==> config.mk <==
export PLATFORM = sky130hd
export DESIGN_NAME = fill_pattern_row_generator_unit
export DESIGN_NICKNAME = d
export VERILOG_FILES = /design/src/fpr_pkg.sv /design/src/fpr_row_gen.sv /design/src/fill_pattern_row_generator_unit.sv
export SDC_FILE = /design/constraint.sdc
export NUM_CORES = 1
export LEC_CHECK = 0
export BUFFER_PORTS_ARGS = -buffer_cell sky130_fd_sc_hd__buf_2
export CORE_MARGIN = 4
export CORE_UTILIZATION = 40
export CTS_CLUSTER_SIZE = 25
export DETAILED_ROUTE_END_ITERATION = 7
export PLACE_DENSITY = 0.69
export SETUP_SLACK_MARGIN = 0.02
export SLEW_MARGIN = 0
export SYNTH_ARGS = -nofsm -noshare
export SYNTH_HDL_FRONTEND = slang
export SYNTH_SLANG_ARGS = --single-unit
==> constraint.sdc <==
create_clock -name clk -period 6.16 [get_ports clk]
set_clock_uncertainty 0.05 [all_clocks]
set_input_delay 0.616 -clock clk [delete_from_list [all_inputs] [get_ports clk]]
set_output_delay 0.616 -clock clk [all_outputs]
set_load 0.005 [all_outputs]
==> src/fpr_pkg.sv <==
// Shared types, codes and mask functions for the fill pattern row generator.
// Used by fpr_row_gen, fill_pattern_row_generator_unit, fpr_checker and the testbench; depends on nothing.
package fpr_pkg;

    localparam int PATTERN_SIZE = 16;
    localparam int STYLE_W      = 8;
    localparam int KIND_W       = 3;
    localparam int ROW_IDX_W    = 4;
    localparam int CFG_W        = 64;
    localparam int CFG_IDX_W    = 2;
    localparam int USER_WORDS   = 4;

    localparam logic [KIND_W-1:0] KIND_PATTERN = 3'd2;
    localparam logic [KIND_W-1:0] KIND_HATCH   = 3'd3;
    localparam logic [KIND_W-1:0] KIND_USER    = 3'd4;

    localparam logic signed [STYLE_W-1:0] PAT_STYLES   = 8'sd24;
    localparam logic signed [STYLE_W-1:0] HATCH_STYLES = 8'sd12;
    localparam logic [4:0] DITHER_LAST = 5'd8;

    localparam logic [3:0] BAYER4 [0:3][0:3] = '{
        '{4'd0,  4'd8,  4'd2,  4'd10},
        '{4'd12, 4'd4,  4'd14, 4'd6},
        '{4'd3,  4'd11, 4'd1,  4'd9},
        '{4'd15, 4'd7,  4'd13, 4'd5}
    };

    // How the row of one word is formed
    typedef enum logic [2:0] {
        CLS_NONE,
        CLS_DITHER,
        CLS_TEXTURE,
        CLS_HATCH,
        CLS_USER
    } fpr_class_t;

    typedef struct packed {
        fpr_class_t          cls;
        logic [3:0]          idx;   // dither level, texture or hatch number, from 0
        logic [ROW_IDX_W-1:0] row;
    } fpr_item_t;

    function automatic logic [2:0] dist4(input logic [2:0] v);
        logic [2:0] r;
        r = (v < 3'd4) ? 3'(3'd4 - v) : 3'(v - 3'd4);
        return r;
    endfunction

    function automatic logic [3:0] dist8(input logic [3:0] v);
        logic [3:0] r;
        r = (v < 4'd8) ? 4'(4'd8 - v) : 4'(v - 4'd8);
        return r;
    endfunction

    function automatic logic texture_pixel(input logic [3:0] t, input logic [3:0] x,
                                           input logic [3:0] y);
        logic [3:0] dxy;
        logic [4:0] dd8;
        logic [3:0] sum;
        logic [3:0] diff;
        logic [2:0] shx;
        logic       on;
        dxy  = 4'(dist4(x[2:0])) + 4'(dist4(y[2:0]));
        dd8  = 5'(dist8(x)) + 5'(dist8(y));
        sum  = x + y;
        diff = x - y;
        shx  = x[2:0] + (y[0] ? 3'd4 : 3'd0);
        unique case (t)
            4'd0:  on = (y[2:0] == 3'd0) || (x == (y[3] ? 4'd8 : 4'd0));
            4'd1:  on = (sum[2:0] == 3'd0);
            4'd2:  on = (x[2:0] == 3'd0) && (y[2:0] == 3'd0);
            4'd3:  on = (x[1:0] == 2'd0) || (y[1:0] == 2'd0);
            4'd4:  on = (sum[2:0] < 3'd2);
            4'd5:  on = (x[1:0] == 2'd1) && (y[1:0] == 2'd1);
            4'd6:  on = (x == 4'd0) && (y == 4'd0);
            4'd7:  on = (sum[1:0] == 2'd0);
            4'd8:  on = (dxy == 4'd3);
            4'd9:  on = (shx < 3'd2);
            4'd10: on = (diff[2:0] < 3'd2);
            4'd11: on = (x[2:0] < 3'd2) && (y[2:0] < 3'd2);
            4'd12: on = x[2] ^ y[2];
            4'd13: on = (dxy < 4'd3);
            4'd14: on = (dd8 < 5'd6);
            default: on = (diff[1:0] < 2'd2);
        endcase
        return on;
    endfunction

    function automatic logic hatch_pixel(input logic [3:0] h, input logic [3:0] x,
                                         input logic [3:0] y);
        logic [3:0] sum;
        logic [3:0] diff;
        logic       on;
        sum  = x + y;
        diff = x - y;
        unique case (h)
            4'd0:  on = (diff[1:0] == 2'd0);
            4'd1:  on = (sum[1:0] == 2'd0);
            4'd2:  on = (diff[1:0] == 2'd0) || (sum[1:0] == 2'd0);
            4'd3:  on = (x[1:0] == 2'd0);
            4'd4:  on = (y[1:0] == 2'd0);
            4'd5:  on = (x[1:0] == 2'd0) || (y[1:0] == 2'd0);
            4'd6:  on = (diff[2:0] < 3'd2);
            4'd7:  on = (sum[2:0] < 3'd2);
            4'd8:  on = (diff[2:0] < 3'd2) || (sum[2:0] < 3'd2);
            4'd9:  on = (x[2:0] < 3'd2);
            4'd10: on = (y[2:0] < 3'd2);
            default: on = (x[2:0] < 3'd2) || (y[2:0] < 3'd2);
        endcase
        return on;
    endfunction

endpackage

==> src/fpr_row_gen.sv <==
// Row builder: forms the 16 mask bits of one decoded word, one pixel lane per bit.
// Depends on fpr_pkg (item type, class codes, Bayer table, pixel functions).
module fpr_row_gen (
    input  fpr_pkg::fpr_item_t                                  item,
    input  logic [fpr_pkg::USER_WORDS-1:0][fpr_pkg::CFG_W-1:0] user_rows,
    output logic [fpr_pkg::PATTERN_SIZE-1:0]                    row_bits,
    output logic                                                has_pattern
);

    logic [fpr_pkg::PATTERN_SIZE-1:0] dither_row;
    logic [fpr_pkg::PATTERN_SIZE-1:0] texture_row;
    logic [fpr_pkg::PATTERN_SIZE-1:0] hatch_row;
    logic [fpr_pkg::PATTERN_SIZE-1:0] user_row;
    logic [4:0]                       thr;
    logic [fpr_pkg::CFG_W-1:0]        user_word;

    // Threshold is twice the style number; idx holds style minus one
    assign thr = {item.idx + 4'd1, 1'b0};

    for (genvar gx = 0; gx < fpr_pkg::PATTERN_SIZE; gx++) begin : g_px
        localparam logic [3:0] XC = 4'(gx);
        assign dither_row[gx]  = 5'(fpr_pkg::BAYER4[item.row[1:0]][XC[1:0]]) < thr;
        assign texture_row[gx] = fpr_pkg::texture_pixel(item.idx, XC, item.row);
        assign hatch_row[gx]   = fpr_pkg::hatch_pixel(item.idx, XC, item.row);
    end

    assign user_word = user_rows[item.row[3:2]];
    assign user_row  = user_word[{item.row[1:0], 4'd0} +: fpr_pkg::PATTERN_SIZE];

    always_comb
    begin
        has_pattern = 1'b1;
        unique case (item.cls)
            fpr_pkg::CLS_DITHER:  row_bits = dither_row;
            fpr_pkg::CLS_TEXTURE: row_bits = texture_row;
            fpr_pkg::CLS_HATCH:   row_bits = hatch_row;
            fpr_pkg::CLS_USER:    row_bits = user_row;
            default:
            begin
                row_bits    = '0;
                has_pattern = 1'b0;
            end
        endcase
    end

endmodule

==> src/fill_pattern_row_generator_unit.sv <==
// Top level of the fill pattern row generator: three-stage pipeline and user pattern words.
// Depends on fpr_pkg and fpr_row_gen.
//
// Usage:
//   Input channel (in_valid/in_ready) takes one word per cycle while ready: interior_kind,
//   style_number (signed) and row_index. Output channel (out_valid/out_ready)
//   returns one word for each input word, in order: row_bits and has_pattern.
//   Kind 2 gives a dither level (styles 1..8) or a texture (9..24), kind 3 a
//   hatch (1..12), kind 4 the user row; styles outside the range clamp to the
//   end styles. Other kinds give has_pattern low and a zero row.
//   Config port: cfg_we writes cfg_data into user word cfg_index at the clock
//   edge; write only while no word is in flight.
// Timing:
//   Stage 1 registers the input word, stage 2 holds the clamped, decoded style,
//   stage 3 is the output register with the finished row. out_valid rises once
//   the word has moved from stage 1 through stage 2 into stage 3; throughput is
//   one word per cycle while the receiver keeps out_ready high.
// Reset and stalls:
//   rst_n clears all stage valid bits and the user words to zero. When the
//   receiver holds out_ready low, each stage fills in turn and in_ready drops
//   only once every stage holds a word; nothing is dropped or repeated.
module fill_pattern_row_generator_unit (
    input  logic                                clk,
    input  logic                                rst_n,
    input  logic                                in_valid,
    output logic                                in_ready,
    input  logic [fpr_pkg::KIND_W-1:0]          interior_kind,
    input  logic signed [fpr_pkg::STYLE_W-1:0]  style_number,
    input  logic [fpr_pkg::ROW_IDX_W-1:0]       row_index,
    output logic                                out_valid,
    input  logic                                out_ready,
    output logic [fpr_pkg::PATTERN_SIZE-1:0]    row_bits,
    output logic                                has_pattern,
    input  logic                                cfg_we,
    input  logic [fpr_pkg::CFG_IDX_W-1:0]       cfg_index,
    input  logic [fpr_pkg::CFG_W-1:0]           cfg_data
);

    // User pattern words
    logic [fpr_pkg::USER_WORDS-1:0][fpr_pkg::CFG_W-1:0] user_rows_reg;

    // Stage 1: raw input word
    logic                                v1_reg, v1_next;
    logic [fpr_pkg::KIND_W-1:0]          kind1_reg;
    logic signed [fpr_pkg::STYLE_W-1:0]  style1_reg;
    logic [fpr_pkg::ROW_IDX_W-1:0]       row1_reg;

    // Stage 2: decoded word
    logic                                v2_reg, v2_next;
    fpr_pkg::fpr_item_t                  item2_reg, item2_next;

    // Stage 3: output register
    logic                                v3_reg, v3_next;
    logic [fpr_pkg::PATTERN_SIZE-1:0]    row3_reg, row3_next;
    logic                                has3_reg, has3_next;

    logic ready1, ready2, ready3;
    logic [4:0] pat_style;
    logic [3:0] hatch_style;

    // A stage takes a new word when it is empty or its word moves on
    assign ready3   = !v3_reg || out_ready;
    assign ready2   = !v2_reg || ready3;
    assign ready1   = !v1_reg || ready2;
    assign in_ready = ready1;

    assign v1_next = ready1 ? in_valid : v1_reg;
    assign v2_next = ready2 ? v1_reg   : v2_reg;
    assign v3_next = ready3 ? v2_reg   : v3_reg;

    always_ff @(posedge clk or negedge rst_n)
    begin
        if (!rst_n)
        begin
            v1_reg        <= 1'b0;
            v2_reg        <= 1'b0;
            v3_reg        <= 1'b0;
            user_rows_reg <= '0;
        end
        else
        begin
            v1_reg <= v1_next;
            v2_reg <= v2_next;
            v3_reg <= v3_next;
            if (cfg_we)
                user_rows_reg[cfg_index] <= cfg_data;
        end
    end

    // Clamp the style and pick the row class
    always_comb
    begin
        if (style1_reg < 8'sd1)
            pat_style = 5'd1;
        else if (style1_reg > fpr_pkg::PAT_STYLES)
            pat_style = 5'(fpr_pkg::PAT_STYLES);
        else
            pat_style = style1_reg[4:0];

        if (style1_reg < 8'sd1)
            hatch_style = 4'd1;
        else if (style1_reg > fpr_pkg::HATCH_STYLES)
            hatch_style = 4'(fpr_pkg::HATCH_STYLES);
        else
            hatch_style = style1_reg[3:0];

        item2_next.row = row1_reg;
        item2_next.idx = 4'd0;
        item2_next.cls = fpr_pkg::CLS_NONE;
        priority if (kind1_reg == fpr_pkg::KIND_PATTERN)
        begin
            if (pat_style <= fpr_pkg::DITHER_LAST)
            begin
                item2_next.cls = fpr_pkg::CLS_DITHER;
                item2_next.idx = 4'(pat_style - 5'd1);
            end
            else
            begin
                item2_next.cls = fpr_pkg::CLS_TEXTURE;
                item2_next.idx = 4'(pat_style - 5'd9);
            end
        end
        else if (kind1_reg == fpr_pkg::KIND_HATCH)
        begin
            item2_next.cls = fpr_pkg::CLS_HATCH;
            item2_next.idx = hatch_style - 4'd1;
        end
        else if (kind1_reg == fpr_pkg::KIND_USER)
            item2_next.cls = fpr_pkg::CLS_USER;
        else
            item2_next.cls = fpr_pkg::CLS_NONE;
    end

    fpr_row_gen u_row_gen (
        .item        (item2_reg),
        .user_rows   (user_rows_reg),
        .row_bits    (row3_next),
        .has_pattern (has3_next)
    );

    // Payload registers: load when the stage advances, hold otherwise
    always_ff @(posedge clk)
    begin
        if (ready1 && in_valid)
        begin
            kind1_reg  <= interior_kind;
            style1_reg <= style_number;
            row1_reg   <= row_index;
        end
        if (ready2 && v1_reg)
            item2_reg <= item2_next;
        if (ready3 && v2_reg)
        begin
            row3_reg <= row3_next;
            has3_reg <= has3_next;
        end
    end

    assign out_valid   = v3_reg;
    assign row_bits    = row3_reg;
    assign has_pattern = has3_reg;

endmodule

# Word-level counts from Yosys, hierarchy flattened
# Cells that the tools add are included.
[totals]
regBits = 302
latch_bits = 0
mem_bits_rw = 0
mem_bits_ro = 0
input_bits = 86
out_inout_bits = 19
elab_cells = 377
mem_count = 0
[classes]
addsub = 57
multipliers = 0
div = 0
magnitude_cmp = 84
n_eq_ne = 42
shifts = 1
muxes = 55
bitwise_logic = 2
reduce_logical = 121
[op_table]
columns = ["op", "count"]
rows = [
  ["bitwise mux 256 bit", 1],
  ["binary-select mux 64 bit (select 2 bit)", 1],
  ["demux 64 bit (select 2 bit)", 1],
  ["two-way mux 64 bit", 2],
  ["less-than comparator 3 x 2 -> 1 bit (second input constant)", 41],
  ["one-hot mux 1 bit (12 select lines)", 10],
  ["one-hot mux 1 bit (8 select lines)", 11],
  ["logical NOT 2 bit", 32],
  ["one-hot mux 16 bit (4 select lines)", 1],
  ["indexed part select 64 x 7 -> 16 bit", 1],
  ["logical OR 1 bit", 51],
  ["logical NOT 3 bit", 16],
  ["one-hot mux 1 bit (14 select lines)", 3],
  ["less-than comparator 5 x 3 -> 1 bit (second input constant)", 8],
  ["one-hot mux 1 bit (13 select lines)", 3],
  ["adder 3 bit (first input constant)", 12],
  ["one-hot mux 1 bit (9 select lines)", 4],
  ["binary-select mux 16 bit (select 2 bit)", 1],
  ["== test 4 bit (first input constant)", 8],
  ["less-than comparator 2 bit (second input constant)", 16],
  ["two-way mux 16 bit", 2],
  ["== test 4 bit (second input constant)", 7],
  ["subtractor 3 bit (first input constant)", 9],
  ["== test 4 x 2 -> 1 bit (second input constant)", 6],
  ["other kinds (52)", 115],
]

# Depth between registers and ports, before layout
# Gate-level depths: netlist of run 1.
[depth]
word_depth = 6
ltp_mapped = 14
mapped_depth_nobuf = 11

# Hierarchy
# A second synthesis of run 1 with hierarchy kept.
[unflattened]
hier_cells = 1106
area_unflattened_um2 = 15283.4
[modules_own_cells]
columns = ["module", "instances", "cells_each", "area_each_um2", "seq_area_each_um2"]
rows = [
  ["fill_pattern_row_generator_unit", 1, 652, 11370.9, 7772.5],
  ["fpr_row_gen", 1, 454, 3912.5, 0.0],
]

# Worst setup path after synthesis of run 1
# OpenSTA, ideal clock, no wires.
[synth_timing]
kind = "register to register"
from = "register item2_reg[1] (netlist bit)"
to = "register row3_reg, in the netlist row_bits[12] (data pin)"
setup_ns = 0.265
arrival_ns = 2.898
t_required_ns = 5.845
path_slack_ns = 2.947
path_stages_with_launch = 13
n_path_buf = 1
period_less_slack_ns = 3.213
cell_sequence = "edfxtp_1 inv_1 clkbuf_1 ha_1 mux2_2 and2_1 ha_1 mux2i_1 nor2_1 a2111oi_2 nand4_1 a211oi_1 nand2_1"
[synth_between]
elab_chain_len = 6
word_cells_on_any_way = 35
cone_classes = "add/sub: 7; order compare: 9; eq/ne: 1; shift: 1; mux: 8; bitwise: 1; reduce/logical: 8"
[synth_lines]
columns = ["element", "line", "source"]
rows = [
  ["start, declared", "fill_pattern_row_generator_unit.sv:50", "fpr_pkg::fpr_item_t item2_reg, item2_next;"],
  ["start signal, assigned", "fill_pattern_row_generator_unit.sv:151", "item2_reg <= item2_next;"],
  ["subtractor 4 bit (tied with other cells)", "fpr_pkg.sv:51", "r = (v < 4'd8) ? 4'(4'd8 - v) : 4'(v - 4'd8);"],
  ["two-way mux 4 bit or binary-select mux 16 bit (select 2 bit) (tied branches)", "fpr_pkg.sv:51, fpr_row_gen.sv:22", ""],
  ["adder 3 x 4 -> 5 bit or two-way mux 16 bit (tied branches)", "--", ""],
  ["less-than comparator 5 x 3 -> 1 bit or two-way mux 16 bit (tied branches)", "--", ""],
  ["one-hot mux 1 bit (12 select lines) or less-than comparator 4 x 5 -> 1 bit (tied branches)", "fpr_pkg.sv:68, fpr_row_gen.sv:22", ""],
  ["one-hot mux 16 bit (4 select lines) (*)", "fpr_row_gen.sv:33", "unique case (item.cls)"],
  ["end signal, assigned", "fill_pattern_row_generator_unit.sv:154", "row3_reg <= row3_next;"],
  ["end, declared", "fill_pattern_row_generator_unit.sv:54", "logic [fpr_pkg::PATTERN_SIZE-1:0] row3_reg, row3_next;"],
]
# Every way passes the cells marked *; elsewhere a longest branch is shown, timed or not. The select of a mux whose other input is x is not followed.
# A chain may end at the register's enable or synchronous reset.

# Final worst setup path of run 1
[layout_timing]
from = "register item2_reg[0] (netlist bit)"
to = "register row3_reg, in the netlist row_bits[12] (data pin)"
# The elaborated chain is that of the path after synthesis.

==> results of run 1 <==
[routing by layer]
layer	vias up	share of wire
met2	301	0.48
li1	4295	-
met4	6	0.025
met1	5012	0.44
met5	-	0.0012
met3	78	0.057
[power breakdown]
part | total [W] | switching (W) | leakage, nW | internal, W
Sequential | 0.00257 | 0.000178 | 3.48 | 0.00239
Clock | 0.00196 | 0.000796 | 0.525 | 0.00116
Combinational | 0.00115 | 0.000542 | 3.07 | 0.000607
[final cells by class]
| cell class | instances | area, um2 |
|---|---|---|
| Antenna cell | 1 | 2.50 |
| Sequential cell | 302 | 7770 |
| Tap cell | 511 | 639 |
| Timing Repair Buffer | 120 | 651 |
| Clock inverter | 9 | 82.6 |
| Fill cell | 3300 | 20400 |
| Multi-Input combinational cell | 697 | 7000 |
| Clock buffer | 48 | 986 |
| Inverter | 20 | 75.1 |
[logic make-up after synthesis]
family / Yosys count / share of synthesized area
compound gates: 119 / 0.0542
xor+xnor: 7 / 0.00403
simple gates: 201 / 0.0683
fa+ha+maj: 31 / 0.0255
buf+inv: 93 / 0.0293
flops: 302 / 0.511
mux: 339 / 0.307
[cells in the final DEF (no fill, tap or decap), types with 4 or more instances in the layout]
cell       instances
edfxtp_1          43
a21oi_1           23
nor2_1            26
o211ai_1           4
a32oi_1            5
nand2_1           60
nor3b_1            4
a31oi_1           13
mux4_1             9
mux4_2            64
mux2i_1            6
nand2b_1          11
clkbuf_1           8
nor3_1            13
clkbuf_16         36
ha_1              31
a22oi_1            6
xnor2_1            6
o21a_1             5
nand3b_1          10
or3_1              7
a211oi_1           5
clkbuf_8           4
mux2_2           259
buf_4             16
and2_1             7
nor4_1             6
nor2b_1            5
buf_2            103
dfrtp_1          259
o21ai_0           18
nand4_1            4
inv_1             20
o21ai_1            4
nand3_1           28
[worst reg2reg max path, cell delays in order (launching register included)]
cell       delay [ns]
edfxtp_1         0.32
buf_4            0.41
inv_1            0.53
ha_1             0.70
mux2_2           0.45
and2_1           0.18
ha_1             0.17
mux2i_1          0.13
nor2_1           0.06
a2111oi_2        0.28
nand4_1          0.14
a211oi_1         0.36
nand2_1          0.11
[stage by stage]
step / hold WS [ns] / instances / total power, W
after floorplan: 0.270 / 1092 / 0.00337
after global placement: 0.386 / 1650 / 0.00371
after detailed placement: 0.390 / 1650 / 0.00375
after CTS: 0.219 / 1707 / 0.00572
after global routing: 0.220 / 1707 / 0.00594
final: 0.183 / 1708 / 0.00567
[worst max path at each step]
stage                       from            to  slack [ns]  depth (start not counted)
floorplan           item2_reg[1]  row_bits[12]        2.95                         12
finish              item2_reg[0]  row_bits[12]        2.03                         12
global placement    item2_reg[0]   row_bits[4]        2.22                         12
detailed placement  item2_reg[1]   row_bits[9]        2.13                         10
CTS                 item2_reg[1]   row_bits[9]        2.13                         10
global route        item2_reg[1]  row_bits[11]        1.76                         13
==> results.toml, run 1 <==
[status]
status = "finished clean"

[placed_design]
dp_slack_ns = 2.13
placed_cell_area_um2 = 16100
dp_hpwl_um = 25500
place_congestion = 0.908
io_buffer_count = 104

[global_route]
grtUsageMet3 = 0.0340
grt_pass1_vias = 10011
grt_max_degree = 137
grt.busiest_layer = "met2"
antenna_found_initial = 5
overflow = 0
use_met1 = 0.265
grt_use_met2 = 0.297
grt_use_total = 0.186
grt_first_pass_wirelength_um = 60200

[critical_path]
crit_arrival_ns = 4.32
r2r_slack_ns = 2.03
path_common_cell = "ha_1"
cp_cell_sequence = "buf_4 > inv_1 > ha_1 > mux2_2 > and2_1 > ha_1 > mux2i_1 > nor2_1 > a2111oi_2 > nand4_1 > a211oi_1 > nand2_1"
crit_buf_inv = 2
critPathRequiredTime_ns = 6.35
r2r_end = "row_bits[12]"
reg2reg_from = "item2_reg[0]"
path_class = "reg2reg"
critPathTopFamily = "buffers and inverters"
cp_slowest_cell = "ha_1"
critPathMaxFanout = 37
reg2regPathDepth = 12
cp-end-kind = "flip-flop"
slowest_delay_ns = 0.70
crit_path_start_kind = "flip-flop"

[clock_network]
clockBufferDepth = 3
clkSinkCount = 302
insertion_delay_ns = 0.51
postCtsSetupBuffers = 0
cts_tree = "built"
h-tree-depth = 2
cts_hold_buf = 0
cts_made_buffers = 34
cts_resized = 0
cts-root-buf = "clkbuf_16"
path_clk_slew_ns = 0.06

[yosys]
synthCells = 1092
syn_nets = 1209
avgSynthCellArea_um2 = 13.9
synth_top_area_cell = "dfrtp_1"
syn_area_um2 = 15200
seq_area_frac_synth = 0.511
yosysUniqueCellTypes = 70
yosysTopAreaCellShare = 0.427
ys_warn_count = 0
synth_area_leaders = "dfrtp_1 (43%), mux2_2 (19%), mux4_2 (9.5%)"
synth_ff_type = "dfrtp_1"
synth_common_cells = "dfrtp_1 (259), mux2_2 (259), mux4_2 (64), nand2_1 (60), clkbuf_1 (44)"
synth-seq-cells = 302
synth-async-reset-ratio = 0.858
synth-edff-count = 43

[sta]
worstMarginPinSlew_ns = 1.05
drv_slew = 0
finalCritPeriodShare = 0.670
slew_headroom = 0.300
final-hold-violation-count = 0
maxClockFrequency_ghz = 0.242
finalSetupViolCount = 0
finalCriticalPeriod_ns = 4.13
setup_ws_ns = 2.03
rsz0062_at_grt = "no"
tns_ns = 0

[power_and_ir_drop]
power_density_nw_per_um2 = 330
p_leak_nw = 7.08
ir_drop_mv = 0.204

[route]
drc_errors = 0
avgViaCountPerCell = 5.67
drt_first_pass_iters = 5
vias = 9692
wl_um = 38200
wl_per_cell_um = 22.3
drtAntennaViolNets = 0
initialDrtViolationCount = 729

[layout]
fin_area_um2 = 17200
area_delta_synth_final_pct = 13.2
num-nets-final = 1292
layout-drive-gt1-share = 0.422
utilization = 0.458
largest_reg_flops = 256

[die]
initial_core_util = 0.404
die_width_um = 203
die_area_um2 = 41200
rows = 71
fp.coreArea_um2 = 37600
die_h_um = 203
ios = 105

[min_path]
hp-class = "in2async"

[job]
cap_viol_max_count = 0
No activity file was read; power rests on OpenSTA's default activity.
==> inputs of run 2 (changes only) <==
--- a/config.mk
+++ b/config.mk
@@ -10,7 +10,7 @@
 export CORE_UTILIZATION = 40
 export CTS_CLUSTER_SIZE = 25
 export DETAILED_ROUTE_END_ITERATION = 7
-export PLACE_DENSITY = 0.69
+export PLACE_DENSITY = 0.71
 export SETUP_SLACK_MARGIN = 0.02
 export SLEW_MARGIN = 0
 export SYNTH_ARGS = -nofsm -noshare
==> constraint.sdc (replaced) <==
create_clock -name clk -period 3.55 [get_ports clk]
set_clock_uncertainty 0.05 [all_clocks]
set_input_delay 0.355 -clock clk [delete_from_list [all_inputs] [get_ports clk]]
set_output_delay 0.355 -clock clk [all_outputs]
set_load 0.005 [all_outputs]
==> run 2 against run 1 <==
Clock power rose by 74%. Non-clock buffer count rose by 37. Register-to-register slack got worse by 1.5 ns.
==> results.toml, run 2 (synthesized netlist as in run 1, its figures left out) <==
[route]
avgViaCountPerCell = 5.63
initialDrtViolationCount = 713
wl_um = 39200
drt_first_pass_iters = 7
wl_per_cell_um = 22.4
drtAntennaViolNets = 0
vias = 9845
drc_errors = 0

[layout]
layout-drive-gt1-share = 0.427
largest_reg_flops = 256
layout_common_cells = "mux2_2 (259), dfrtp_1 (259), buf_2 (103)"
multi_input_area_um2 = 7000
area_delta_synth_final_pct = 16.0
nFillCells = 3318
fin_area_um2 = 17600
num-nets-final = 1329
regArea_um2 = 7770

[sta]
final-hold-violation-count = 0
finalCriticalPeriod_ns = 3.06
maxClockFrequency_ghz = 0.327
tns_ns = 0
finalSetupViolCount = 0
slew_headroom = 0.305
setup_ws_ns = 0.491
finalCritPeriodShare = 0.862
drv_slew = 0
holdWs_ns = 0.0242
worstMarginPinSlew_ns = 1.04
rsz0062_at_grt = "no"

[die]
rows = 71
fp.coreArea_um2 = 37600
initial_core_util = 0.404
die_width_um = 203
die_area_um2 = 41200
die_h_um = 203
ios = 105

[critical_path]
critPathRequiredTime_ns = 3.75
critPathMaxFanout = 12
path_class = "reg2reg"
reg2regPathDepth = 12
crit_path_start_kind = "flip-flop"
reg2reg_from = "item2_reg[0]"
r2r_slack_ns = 0.49
crit_arrival_ns = 3.26
cp-end-kind = "flip-flop"
r2r_end = "row_bits[12]"

[status]
status = "finished clean"

[global_route]
overflow = 0
grt_max_degree = 108
grt_first_pass_wirelength_um = 62100
antenna_found_initial = 11
grt_pass1_vias = 10350
grt_use_total = 0.191

[clock_network]
h-tree-depth = 2
clkSinkCount = 302
insertion_delay_ns = 0.52
path_clk_slew_ns = 0.06
postCtsSetupBuffers = 0
cts_resized = 0
clockBufferDepth = 3
cts_tree = "built"
cts_made_buffers = 34
cts-root-buf = "clkbuf_16"

[placed_design]
place_congestion = 0.956
placed_cell_area_um2 = 16400
io_buffer_count = 104
dp_slack_ns = 0.513
dp_hpwl_um = 26800

[min_path]
hold_end = "v1_reg"
min_from = "in_valid"
hp-class = "in2reg"
holdPathStages = 2

[job]
cap_viol_max_count = 0

[power_and_ir_drop]
p_leak_nw = 7.28
power_density_nw_per_um2 = 564
ir_drop_mv = 0.527
[run 2: worst max path at each step]
stage | from | to | slack (ns) | cells after the start
final | item2_reg[0] | row_bits[12] | 0.49 | 12
after CTS | item2_reg[0] | row_bits[12] | 0.49 | 12
after floorplan | item2_reg[1] | row_bits[12] | 0.34 | 12
after detailed placement | item2_reg[0] | row_bits[9] | 0.51 | 9
after global placement | item2_reg[0] | row_bits[9] | 0.54 | 9
after global routing | item2_reg[0] | row_bits[12] | 0.18 | 12
[run 2: routing by layer]
metal	global-route usage	vias to the layer above	wire [um]
li1	-	4393	-
met1	0.258	5055	16900
met2	0.307	287	18500
met3	0.0498	94	2550
met4	0.0565	16	1210
met5	0	-	98
[run 2: worst max-delay path, cell delays in order, from the launching register on]
cell       delay [ns]
edfxtp_1         0.39
inv_1            0.21
buf_4            0.26
ha_1             0.20
ha_1             0.31
inv_1            0.08
ha_1             0.20
mux2i_1          0.13
nor2_1           0.06
a2111oi_2        0.30
nand4_1          0.13
a211oi_1         0.37
nand2_1          0.10
[run 2: repair_timing]
item	4_1_cts	5_1_grt
hold buffers	16	0
endpoints found under the setup margin	0	0
hold endpoints to repair	119	0
[run 2: per-stage QoR]
stage | cells | power (W) | utilization
detailed placement | 1671 | 0.00656 | 0.436
finish | 1748 | 0.00993 | 0.469
CTS | 1746 | 0.0100 | 0.469
global route | 1747 | 0.0104 | 0.469
floorplan | 1092 | 0.00584 | -
global placement | 1671 | 0.00648 | 0.436
[run 2: power breakdown]
part           total [W]  internal [W]  leakage, nW  switching, W
Sequential       0.00446       0.00415         3.48      0.000313
Combinational    0.00205       0.00110         3.28      0.000953
Clock            0.00342       0.00199        0.522       0.00143
[run 2: final cells by class]
cell class,instances,area share
antenna,2,0.000284
tap,511,0.0363
multi-input combinational,697,0.397
inverter,20,0.00426
clock inverter,11,0.00639
sequential,302,0.441
timing repair buffer,157,0.0599
clock buffer,48,0.0547
